<file path="src/hdl/tseq_pkg.sv">
package tseq_pkg;

    localparam int DEPTH_DEF = 64;

    localparam logic [31:0] STAMP_UNSPEC = 32'hFFFF_FFFF;
    localparam logic [15:0] OPEN_MAX     = 16'hFFFF;

    localparam logic [2:0] MODE_ADD       = 3'd0;
    localparam logic [2:0] MODE_EVICT     = 3'd1;
    localparam logic [2:0] MODE_OPEN_INC  = 3'd2;
    localparam logic [2:0] MODE_OPEN_DEC  = 3'd3;
    localparam logic [2:0] MODE_CLEAR     = 3'd4;

    typedef struct packed {
        logic [2:0]  mode;
        logic [7:0]  cpu;
        logic [15:0] log_id;
        logic [31:0] stamp;
    } req_item_t;

    typedef struct packed {
        logic        evicted;
        logic [7:0]  out_cpu;
        logic [15:0] out_id;
        logic [31:0] out_stamp;
        logic        overflow;
        logic [6:0]  entry_count;
        logic [15:0] open_count;
    } rsp_item_t;

    typedef struct packed {
        logic [7:0]  cpu;
        logic [15:0] log_id;
        logic [31:0] stamp;
    } entry_t;

endpackage

</file>
<file path="src/hdl/timestamp_sorted_eviction_queue.sv">
// Sequence: an add that is appended or dropped, a refused evict and open increment,
//   decrement, clear and no-op go straight to the result; a sorted-in add walks the store
//   first, and evict reads the head entry first; a result waits for rsp_ready if needed.
// Throughput: one item at a time; the sorted insert walks down from the tail, one entry
//   per cycle through the store's ports.
// Reset: entry count, open count, head pointer and retention limit clear to zero;
//   the store itself is not cleared, stale entries lie outside the held range.
module timestamp_sorted_eviction_queue #(
    parameter int DEPTH = tseq_pkg::DEPTH_DEF
) (
    input  logic                  clk,
    input  logic                  rst_n,
    input  logic                  req_valid,
    output logic                  req_ready,
    input  tseq_pkg::req_item_t   req,
    output logic                  rsp_valid,
    input  logic                  rsp_ready,
    output tseq_pkg::rsp_item_t   rsp,
    input  logic                  cfg_valid,
    output logic                  cfg_ready,
    input  logic [15:0]           cfg_data
);
    import tseq_pkg::*;

    localparam int AW = $clog2(DEPTH);
    localparam int CW = $clog2(DEPTH + 1);
    localparam logic [AW:0]   DEPTH_W = (AW + 1)'(DEPTH);
    localparam logic [CW-1:0] DEPTH_C = CW'(DEPTH);

    localparam logic [2:0] ST_IDLE  = 3'd0;
    localparam logic [2:0] ST_WALK  = 3'd1;
    localparam logic [2:0] ST_INS   = 3'd2;
    localparam logic [2:0] ST_EVICT = 3'd3;
    localparam logic [2:0] ST_DONE  = 3'd4;

    logic [2:0]    state_reg, state_next;
    logic [CW-1:0] count_reg, count_next;
    logic [AW-1:0] head_reg, head_next;
    logic [15:0]   open_reg, open_next;
    logic [15:0]   retain_limit_reg;
    logic [AW-1:0] j_reg, j_next;
    req_item_t     item_reg, item_next;
    rsp_item_t     res_reg, res_next;
    rsp_item_t     rsp_reg, rsp_next;
    logic          rsp_valid_reg, rsp_valid_next;

    logic          mem_we;
    logic [AW-1:0] mem_waddr;
    entry_t        mem_wdata;
    logic [AW-1:0] mem_raddr;
    entry_t        mem_rdata;

    logic [16:0]   load;
    logic          evict_ok;

    function automatic logic [AW-1:0] phys(input logic [AW-1:0] head,
                                           input logic [AW-1:0] off);
        logic [AW:0] sum;
        sum = {1'b0, head} + {1'b0, off};
        if (sum >= DEPTH_W)
        begin
            sum = sum - DEPTH_W;
        end
        return sum[AW-1:0];
    endfunction

    tseq_store #(
        .DEPTH (DEPTH),
        .AW    (AW)
    ) u_store (
        .clk     (clk),
        .wr_en   (mem_we),
        .wr_addr (mem_waddr),
        .wr_data (mem_wdata),
        .rd_addr (mem_raddr),
        .rd_data (mem_rdata)
    );

    assign req_ready = (state_reg == ST_IDLE);
    assign cfg_ready = 1'b1;
    assign rsp_valid = rsp_valid_reg;
    assign rsp       = rsp_reg;

    assign load     = 17'(count_reg) + 17'(open_reg);
    assign evict_ok = (retain_limit_reg != 16'd0) && (count_reg != '0)
                      && (load > 17'(retain_limit_reg));

    always_comb
    begin
        state_next     = state_reg;
        count_next     = count_reg;
        head_next      = head_reg;
        open_next      = open_reg;
        j_next         = j_reg;
        item_next      = item_reg;
        res_next       = res_reg;
        rsp_next       = rsp_reg;
        rsp_valid_next = rsp_valid_reg;
        mem_we         = 1'b0;
        mem_waddr      = head_reg;
        mem_wdata      = '{cpu: item_reg.cpu, log_id: item_reg.log_id, stamp: item_reg.stamp};
        mem_raddr      = head_reg;

        if (rsp_valid_reg && rsp_ready)
        begin
            rsp_valid_next = 1'b0;
        end

        case (state_reg)
            ST_IDLE:
            begin
                if (req_valid)
                begin
                    item_next  = req;
                    res_next   = '0;
                    state_next = ST_DONE;
                    case (req.mode)
                        MODE_ADD:
                        begin
                            if (count_reg == DEPTH_C)
                            begin
                                res_next.overflow = 1'b1;
                            end
                            else if (req.stamp == STAMP_UNSPEC || count_reg == '0)
                            begin
                                mem_we     = 1'b1;
                                mem_waddr  = phys(head_reg, AW'(count_reg));
                                mem_wdata  = '{cpu: req.cpu, log_id: req.log_id,
                                               stamp: req.stamp};
                                count_next = count_reg + CW'(1);
                            end
                            else
                            begin
                                j_next     = AW'(count_reg - CW'(1));
                                mem_raddr  = phys(head_reg, AW'(count_reg - CW'(1)));
                                state_next = ST_WALK;
                            end
                        end
                        MODE_EVICT:
                        begin
                            if (evict_ok)
                            begin
                                mem_raddr  = head_reg;
                                state_next = ST_EVICT;
                            end
                        end
                        MODE_OPEN_INC:
                        begin
                            if (open_reg != OPEN_MAX)
                            begin
                                open_next = open_reg + 16'd1;
                            end
                        end
                        MODE_OPEN_DEC:
                        begin
                            if (open_reg != 16'd0)
                            begin
                                open_next = open_reg - 16'd1;
                            end
                        end
                        MODE_CLEAR:
                        begin
                            count_next = '0;
                            open_next  = 16'd0;
                        end
                        default:
                        begin
                        end
                    endcase
                end
            end
            ST_WALK:
            begin
                mem_we = 1'b1;
                mem_waddr = phys(head_reg, j_reg + AW'(1));
                if (item_reg.stamp <= mem_rdata.stamp)
                begin
                    mem_wdata = mem_rdata;
                    if (j_reg == '0)
                    begin
                        state_next = ST_INS;
                    end
                    else
                    begin
                        j_next    = j_reg - AW'(1);
                        mem_raddr = phys(head_reg, j_reg - AW'(1));
                    end
                end
                else
                begin
                    count_next = count_reg + CW'(1);
                    state_next = ST_DONE;
                end
            end
            ST_INS:
            begin
                mem_we     = 1'b1;
                mem_waddr  = head_reg;
                count_next = count_reg + CW'(1);
                state_next = ST_DONE;
            end
            ST_EVICT:
            begin
                res_next.evicted   = 1'b1;
                res_next.out_cpu   = mem_rdata.cpu;
                res_next.out_id    = mem_rdata.log_id;
                res_next.out_stamp = mem_rdata.stamp;
                head_next          = phys(head_reg, AW'(1));
                count_next         = count_reg - CW'(1);
                state_next         = ST_DONE;
            end
            ST_DONE:
            begin
                if (!rsp_valid_reg || rsp_ready)
                begin
                    rsp_next             = res_reg;
                    rsp_next.entry_count = 7'(count_reg);
                    rsp_next.open_count  = open_reg;
                    rsp_valid_next       = 1'b1;
                    state_next           = ST_IDLE;
                end
            end
            default:
            begin
                state_next = ST_IDLE;
            end
        endcase
    end

    always_ff @(posedge clk or negedge rst_n)
    begin
        if (!rst_n)
        begin
            state_reg        <= ST_IDLE;
            count_reg        <= '0;
            head_reg         <= '0;
            open_reg         <= 16'd0;
            retain_limit_reg <= 16'd0;
            rsp_valid_reg    <= 1'b0;
        end
        else
        begin
            state_reg     <= state_next;
            count_reg     <= count_next;
            head_reg      <= head_next;
            open_reg      <= open_next;
            rsp_valid_reg <= rsp_valid_next;
            if (cfg_valid && cfg_ready)
            begin
                retain_limit_reg <= cfg_data;
            end
        end
    end

    always_ff @(posedge clk)
    begin
        j_reg    <= j_next;
        item_reg <= item_next;
        res_reg  <= res_next;
        rsp_reg  <= rsp_next;
    end

    a_count_bound: assert property (@(posedge clk) disable iff (!rst_n)
        count_reg <= DEPTH_C)
        else $error("entry count above depth");

    a_walk_writes: assert property (@(posedge clk) disable iff (!rst_n)
        (state_reg == ST_WALK || state_reg == ST_INS) |-> mem_we)
        else $error("walk cycle without store write");

    a_evict_pops: assert property (@(posedge clk) disable iff (!rst_n)
        (state_reg == ST_EVICT) |=> (count_reg == $past(count_reg) - CW'(1)))
        else $error("evict did not pop one entry");

    a_full_overflow: assert property (@(posedge clk) disable iff (!rst_n)
        (req_valid && req_ready && req.mode == MODE_ADD && count_reg == DEPTH_C)
        |=> (state_reg == ST_DONE && res_reg.overflow && count_reg == DEPTH_C))
        else $error("add to full store not flagged");

endmodule

</file>
<file path="src/hdl/tseq_store.sv">
module tseq_store #(
    parameter int DEPTH = tseq_pkg::DEPTH_DEF,
    parameter int AW    = $clog2(DEPTH)
) (
    input  logic                  clk,
    input  logic                  wr_en,
    input  logic [AW-1:0]         wr_addr,
    input  tseq_pkg::entry_t      wr_data,
    input  logic [AW-1:0]         rd_addr,
    output tseq_pkg::entry_t      rd_data
);
    import tseq_pkg::*;

    entry_t mem [DEPTH];

    always_ff @(posedge clk)
    begin
        if (wr_en)
        begin
            mem[wr_addr] <= wr_data;
        end
        rd_data <= mem[rd_addr];
    end

endmodule
</file>
<file path="config.mk">
export PLATFORM = sky130hd
export DESIGN_NAME = timestamp_sorted_eviction_queue
export DESIGN_NICKNAME = d
export VERILOG_FILES = /design/src/hdl/tseq_pkg.sv /design/src/hdl/timestamp_sorted_eviction_queue.sv /design/src/hdl/tseq_store.sv
export SDC_FILE = /design/constraint.sdc
export NUM_CORES = 2
export LEC_CHECK = 0
export BUFFER_PORTS_ARGS = -buffer_cell sky130_fd_sc_hd__buf_4
export CAP_MARGIN = 15
export CORE_MARGIN = 5
export CORE_UTILIZATION = 30
export DETAILED_ROUTE_END_ITERATION = 6
export HOLD_SLACK_MARGIN = 0.12
export PLACE_DENSITY = 0.41
export SLEW_MARGIN = 20
export SYNTH_ARGS = -nofsm -noshare
export SYNTH_HDL_FRONTEND = slang
export SYNTH_HIERARCHICAL = 1
export SYNTH_SLANG_ARGS = --single-unit
</file>
<file path="constraint.sdc">
create_clock -name clk -period 6.84 [get_ports clk]
set_input_delay 1.368 -clock clk [delete_from_list [all_inputs] [get_ports clk]]
set_output_delay 1.368 -clock clk [all_outputs]
set_load 0.05 [all_outputs]
</file>
Word level (Yosys, flattened, before mapping). Memories as Yosys holds them, arrays and structs flattened. A register that Yosys moved wholly into a read port is not among the register bits. Cells that the tools add are included. Widths: inputs -> output; s select.

$add $sub $neg: 17. $lt $le $gt $ge: 7. Equality and inequality tests: 25. Multiplexer cells: 62. Reduce and logical (&&, ||, !) cells: 26.

Operators by type and width (number): $mux 56 (5); $mux 6 (21); $pmux 57 s2 (1); $pmux 56 s2 (1); $mux 81 (1); $pmux 16 s3 (1); $pmux 6 s2 (3); $sub 6x1->6 const B (6); $ge 7x7->1 const B (5); $eq 32x32->1 const B (1); $le 32x32->1 (1); $mux 16 (2); $reduce_bool 16->1 (2); $add 6x6->7 (4); $mux 7 (4); $pmux 7 s4 (1); $mux 3 (7); $ne 2x2->1 const B (9); $add 7x16->17 (1); $gt 17x16->1 (1); $add 16x1->16 const B (1); $ne 16x16->1 const B (1); $sub 16x1->16 const B (1); $pmux 7 s2 (1); other kinds (31) (56).

Flip-flop bits (word level): 250. Bits in writable memories: 3584. Output and inout port bits: 84. Memories: 1.

Memory list: u_store.mem (depth 64, bits a word 56, rd ports 1, clocked after memory_dff 1, wr ports 1, RTL line tseq_store.sv:14) `entry_t mem [DEPTH];`.

Logic depth before layout (Yosys ltp).
Depth after elaboration: 9. Gate-level depth with buffers: 20.

Hierarchy. The synthesis kept the hierarchy.

By module, submodules not included: tseq_store (times used 1, cells each 5949, area an instance 137012.7 um^2); timestamp_sorted_eviction_queue (times used 1, cells each 1143, area an instance 13195.2 um^2).

Worst setup path after synthesis. OpenSTA, ideal clock, no wires.

Path type: input port to flip-flop. Start point: input port req[23] (netlist name). End point: memory u_store/mem[34][0] (netlist name) (enable). Library setup time: 0.538 ns. Data arrival time: 7.156 ns. Data required time: 6.302 ns. Path slack: -0.854 ns. Cell stages on the path: 12. Buffers on the path: 2. Cells stage by stage: nand4_1 > nor4_1 > a31oi_1 > or3_1 > buf_2 > nand2_1 > nand2_1 > a22o_1 > clkbuf_1 > nor2_1 > nand4_1 > nor3_1.

Elaborated cells between the ends (all ways): 14. Those cells by class: 1 x eq/ne; 12 x mux; 1 x reduce/logical.

RTL lines: from (decl) (RTL line timestamp_sorted_eviction_queue.sv:15) `input tseq_pkg::req_item_t req,`; $eq 32x32->1 (RTL line timestamp_sorted_eviction_queue.sv:124) `else if (req.stamp == STAMP_UNSPEC || count_reg == '0)`; $logic_or 1x1->1 (RTL line timestamp_sorted_eviction_queue.sv:124); $mux 6 (RTL line timestamp_sorted_eviction_queue.sv:124); $mux 6 (RTL line timestamp_sorted_eviction_queue.sv:120) `if (count_reg == DEPTH_C)`; $mux 6 (RTL line timestamp_sorted_eviction_queue.sv:117) `case (req.mode)`; $mux 6 (RTL line timestamp_sorted_eviction_queue.sv:112) `if (req_valid)`; $pmux 6 s2 (RTL line timestamp_sorted_eviction_queue.sv:109) `case (state_reg)`; named net mem_waddr[3] (RTL line timestamp_sorted_eviction_queue.sv:48) `logic [AW-1:0] mem_waddr;`; to (decl) (RTL line tseq_store.sv:14).

The timed path passes the listed nets, and every way through them passes these cells.

Worst setup path in the final report.
Start point: register u_store/rd_data[28] (netlist name). End point: register u_store/rd_data[1] (netlist name).

Word-level cells in the longest chain between the ends: 3.

RTL lines: $le 32x32->1 (RTL line timestamp_sorted_eviction_queue.sv:176) `if (item_reg.stamp <= mem_rdata.stamp)`; $mux 6 (RTL line timestamp_sorted_eviction_queue.sv:176); $pmux 6 s2 (RTL line timestamp_sorted_eviction_queue.sv:109); named net mem_raddr[0] (RTL line timestamp_sorted_eviction_queue.sv:50) `logic [AW-1:0] mem_raddr;`.

The timed path passes the listed nets, and every way through them passes these cells. A chain may end at the register's enable or synchronous reset.

==> results by group <==
Finish
  • Area grow syn2layout: 18.72%
  • Non-Filler Instances: 14900
  • Post-route design area: 178300 um2
  • Nets: 8042
  • Fraction of layout cells with a size suffix above 1: 27.83%
  • Max FFs per register: 3584

STA
  • Final Max Slew Viols: 0
  • Maximum clock frequency: 148.3 MHz
  • Fin crit period: 6744 ps
  • Setup TNS: 0 ps
  • Rel. slew slack: 27.98%
  • RSZ-0062 raised after global routing: false
  • # setup viols final: 0
  • Clk_skew: 60.77 ps
  • Worst Tran Pin Value: 1080 ps
  • Final worst path period share: 98.60%
  • Hold Vio Cnt, Final: 0

Routing
  • Antenna viol nets, final: 0
  • Via/cell ratio: 5.212
  • Wire length per cell: 34.04 um
  • DRC viols: 13
  • Initial DRC Count: 8520
  • Routed wire length: 507000 um
  • Vias: 77640
  • First-pass DRT Iterations: 7

Placement
  • DP Cell Count: 14090
  • Port Buffers: 162
  • Cell Area, Placed: 164700 um2
  • Final Wtd Congestion: 0.7844
  • Final HPWL DP: 314300 um

Power and ir drop
  • Clock power frac: 32.9%
  • NetSw: 20450 uW
  • Combinational cell fraction of total power: 21.4%
  • PwrDens: 384.3 nW/um2
  • Total power: 68530 uW
  • Switching portion of total power: 29.85%
  • Internal power: 48070 uW
  • Peak supply drop: 0.3529 mV
  • LEAKAGE: 0.05586 uW
  • Reg power frac: 45.7%

Logic synthesis
  • Syn nets: 7272
  • Main combinational cell family by area after synthesis: multiplexers
  • Number of enable flip-flop cells after synthesis: 3785
  • Simple-gate area share of the yosys netlist: 1.950%
  • Most common cell in the netlist: edfxtp_1
  • Top post-synthesis cells by area: edfxtp_1 (76%), mux4_2 (12%), mux2i_1 (1.5%)
  • Synth Instances: 7092
  • Synth Area in Adders: 0.8630%
  • Area share of the largest cell type after synthesis: 75.67%
  • Ys flop type: edfxtp_1
  • Synth unique cells: 78
  • Yosys top cell by area: edfxtp_1
  • Seq/Total Area, Yosys: 77.23%
  • Post-synth top cells: edfxtp_1 (3785), mux4_2 (803), o22ai_1 (256)
  • Synth Cell Area: 150200 um2
  • Mux contribution to synthesized area: 13.78%
  • Compound-Gate Fraction of Synth Area: 4.030%
  • Yosys warns: 6
  • Post-Synth XOR/XNOR Area: 0.3499%
  • Yosys reg bits: 3890
  • FFs w/ async S/R, synth: 1.260%
  • Avg Cell Area, Syn: 21.18 um2

Critical path
  • Crit start category: flip-flop
  • CP max FO: 21
  • Worst r2r path cells: 19
  • WP data required: 7670 ps
  • Critical Path AT: 7570 ps
  • Crit end category: flip-flop
  • Critical path type: reg2reg

GRT
  • Total track usage: 19.32%
  • Number of global-route vias before repair: 79830
  • First-pass GRT wire length: 691200 um
  • Initial antenna violation count: 54
  • Largest net degree at the start of global routing: 65
  • GR Overflow Total: 0

Die
  • Die Wd: 717.6 um
  • Ports: 164
  • Core Footprint: 498400 um2
  • Die height: 717.6 um
  • # rows: 259
  • Initial core utilization: 30.14%
  • Die area: 514900 um2

Clock tree
  • Clock-pin slew on the worst setup and hold paths: 60 ps
  • H-tree depth: 5
  • Num CTS Buffers: 423
  • Num Clock Sinks: 3890
  • CTS tree: built
  • CTS Buffer Depth: 4
  • CTS root buffer: clkbuf_16
  • Count of hold buffers inserted by post-cts repair: 0
  • Clk_lat worst skew: 1000 ps

Status
  • Violated checks: design-rule violations
  • Status: finished, violations left

Worst hold path
  • WHS Path Cells: 0
  • Worst min path class: reg2reg

Flow run
  • Max Cap Viol: 0
## cell families (layout without fill, tap and decap cells)
logic type | after synthesis | in the layout
xor+xnor | 60 | 60
mux | 1060 | 1060
buf+inv | 526 | 1667
flops | 3890 | 3890
other cells | 1 | 8
fa+ha+maj | 100 | 100
simple gates | 594 | 594
compound gates | 861 | 861
## through the flow
step	hold slack, ps	utilization [%]	setup slack (ps)
3_5_place_dp	405.4	33.04	-15.10
2_1_floorplan	400.3	-	140.6
4_1_cts	398.0	35.77	85.42
6_report	402.7	35.78	95.70
5_1_grt	422.0	35.78	21.32
3_3_place_gp	404.3	33.03	-300.6
## repair_timing
action / in CTS / in global routing
gates resized for setup: 2 / 2
pin swaps: 0 / 1
setup endpoints to repair: 4 / 6
hold endpoints to repair: 0 / 0
gates cloned: 0 / 0
buffers inserted: 0 / 2
## cell usage in the layout (no fill, tap or decap), drive strengths merged, types with 27 or more instances in the layout
cell | synthesis | final
mux2i | 221 | 221
o22ai | 256 | 256
edfxtp | 3785 | 3785
a21oi | 76 | 76
ha | 94 | 94
nor2 | 156 | 156
xnor2 | 41 | 41
and2 | 47 | 47
inv | 138 | 141
nand3 | 43 | 43
o21ai | 113 | 113
a222oi | 56 | 56
nor4 | 48 | 48
mux2 | 36 | 36
o21a | 37 | 37
clkbuf | 148 | 566
dfxtp | 56 | 56
o221ai | 62 | 62
a21o | 27 | 27
bufinv | 0 | 31
a211oi | 39 | 39
nand4 | 41 | 41
nand2 | 146 | 146
clkinv | 1 | 186
mux4 | 803 | 803
dfrtp | 49 | 49
a22oi | 75 | 75
buf | 239 | 732
## worst max-delay path, cell delays in order (launching register included)
cell      delay [ps]
dfxtp_1          720
inv_1            160
ha_1             350
nand3_1          130
nor4_1           520
and4_1           290
buf_4            300
nand3_1          180
or2_1            330
and2_4           200
nor2_1           340
a221o_4          400
buf_12           230
buf_12           240
buf_4            260
mux4_2           570
mux2i_1          340
nor2_1           100
a311oi_1         670
a311oi_1         120
## routing by layer
layer | share of wire (%) | track usage (%) | vias to the layer above | routed length, um
met5 | 0.014 | 0 | - | 73
met1 | 45 | 27.78 | 42960 | 227000
li1 | - | - | 31510 | -
met4 | 2.2 | 3.916 | 10 | 11030
met3 | 6.7 | 3.642 | 576 | 34050
met2 | 46 | 30.70 | 2589 | 234800
## power groups by stage
stage               Clock (uW)  Sequential (uW)  Combinational, uW
floorplan                    0            31800               7770
global placement             0            31800              14600
detailed placement           0            31800              14800
CTS                      23100            31300              14900
global route             24100            31400              15600
finish                   22600            31300              14600
## final cells by class
type,instances,area (um2)
Fill cell,46320,320100
Sequential cell,3890,116000
Multi-Input combinational cell,2676,32270
Clock buffer,566,11470
Tap cell,6655,8327
Timing Repair Buffer,732,7580
Clock inverter,230,2125
Inverter,139,529.3
Antenna cell,7,17.52
## worst paths after layout
check / start / slack, ps / end
worst max-delay path: u_store/rd_data[28] / 100 / u_store/rd_data[1]
worst min-delay path: res_reg[26] / 400 / rsp[26]
worst max register to register: u_store/rd_data[28] / 100 / u_store/rd_data[1]
worst min register to register: res_reg[26] / 400 / rsp[26]
max in group asynchronous: rst_n / 5870 / open_reg[15]
min in group asynchronous: rst_n / 470 / head_reg[0]
Power figures use the tool's default switching activity.
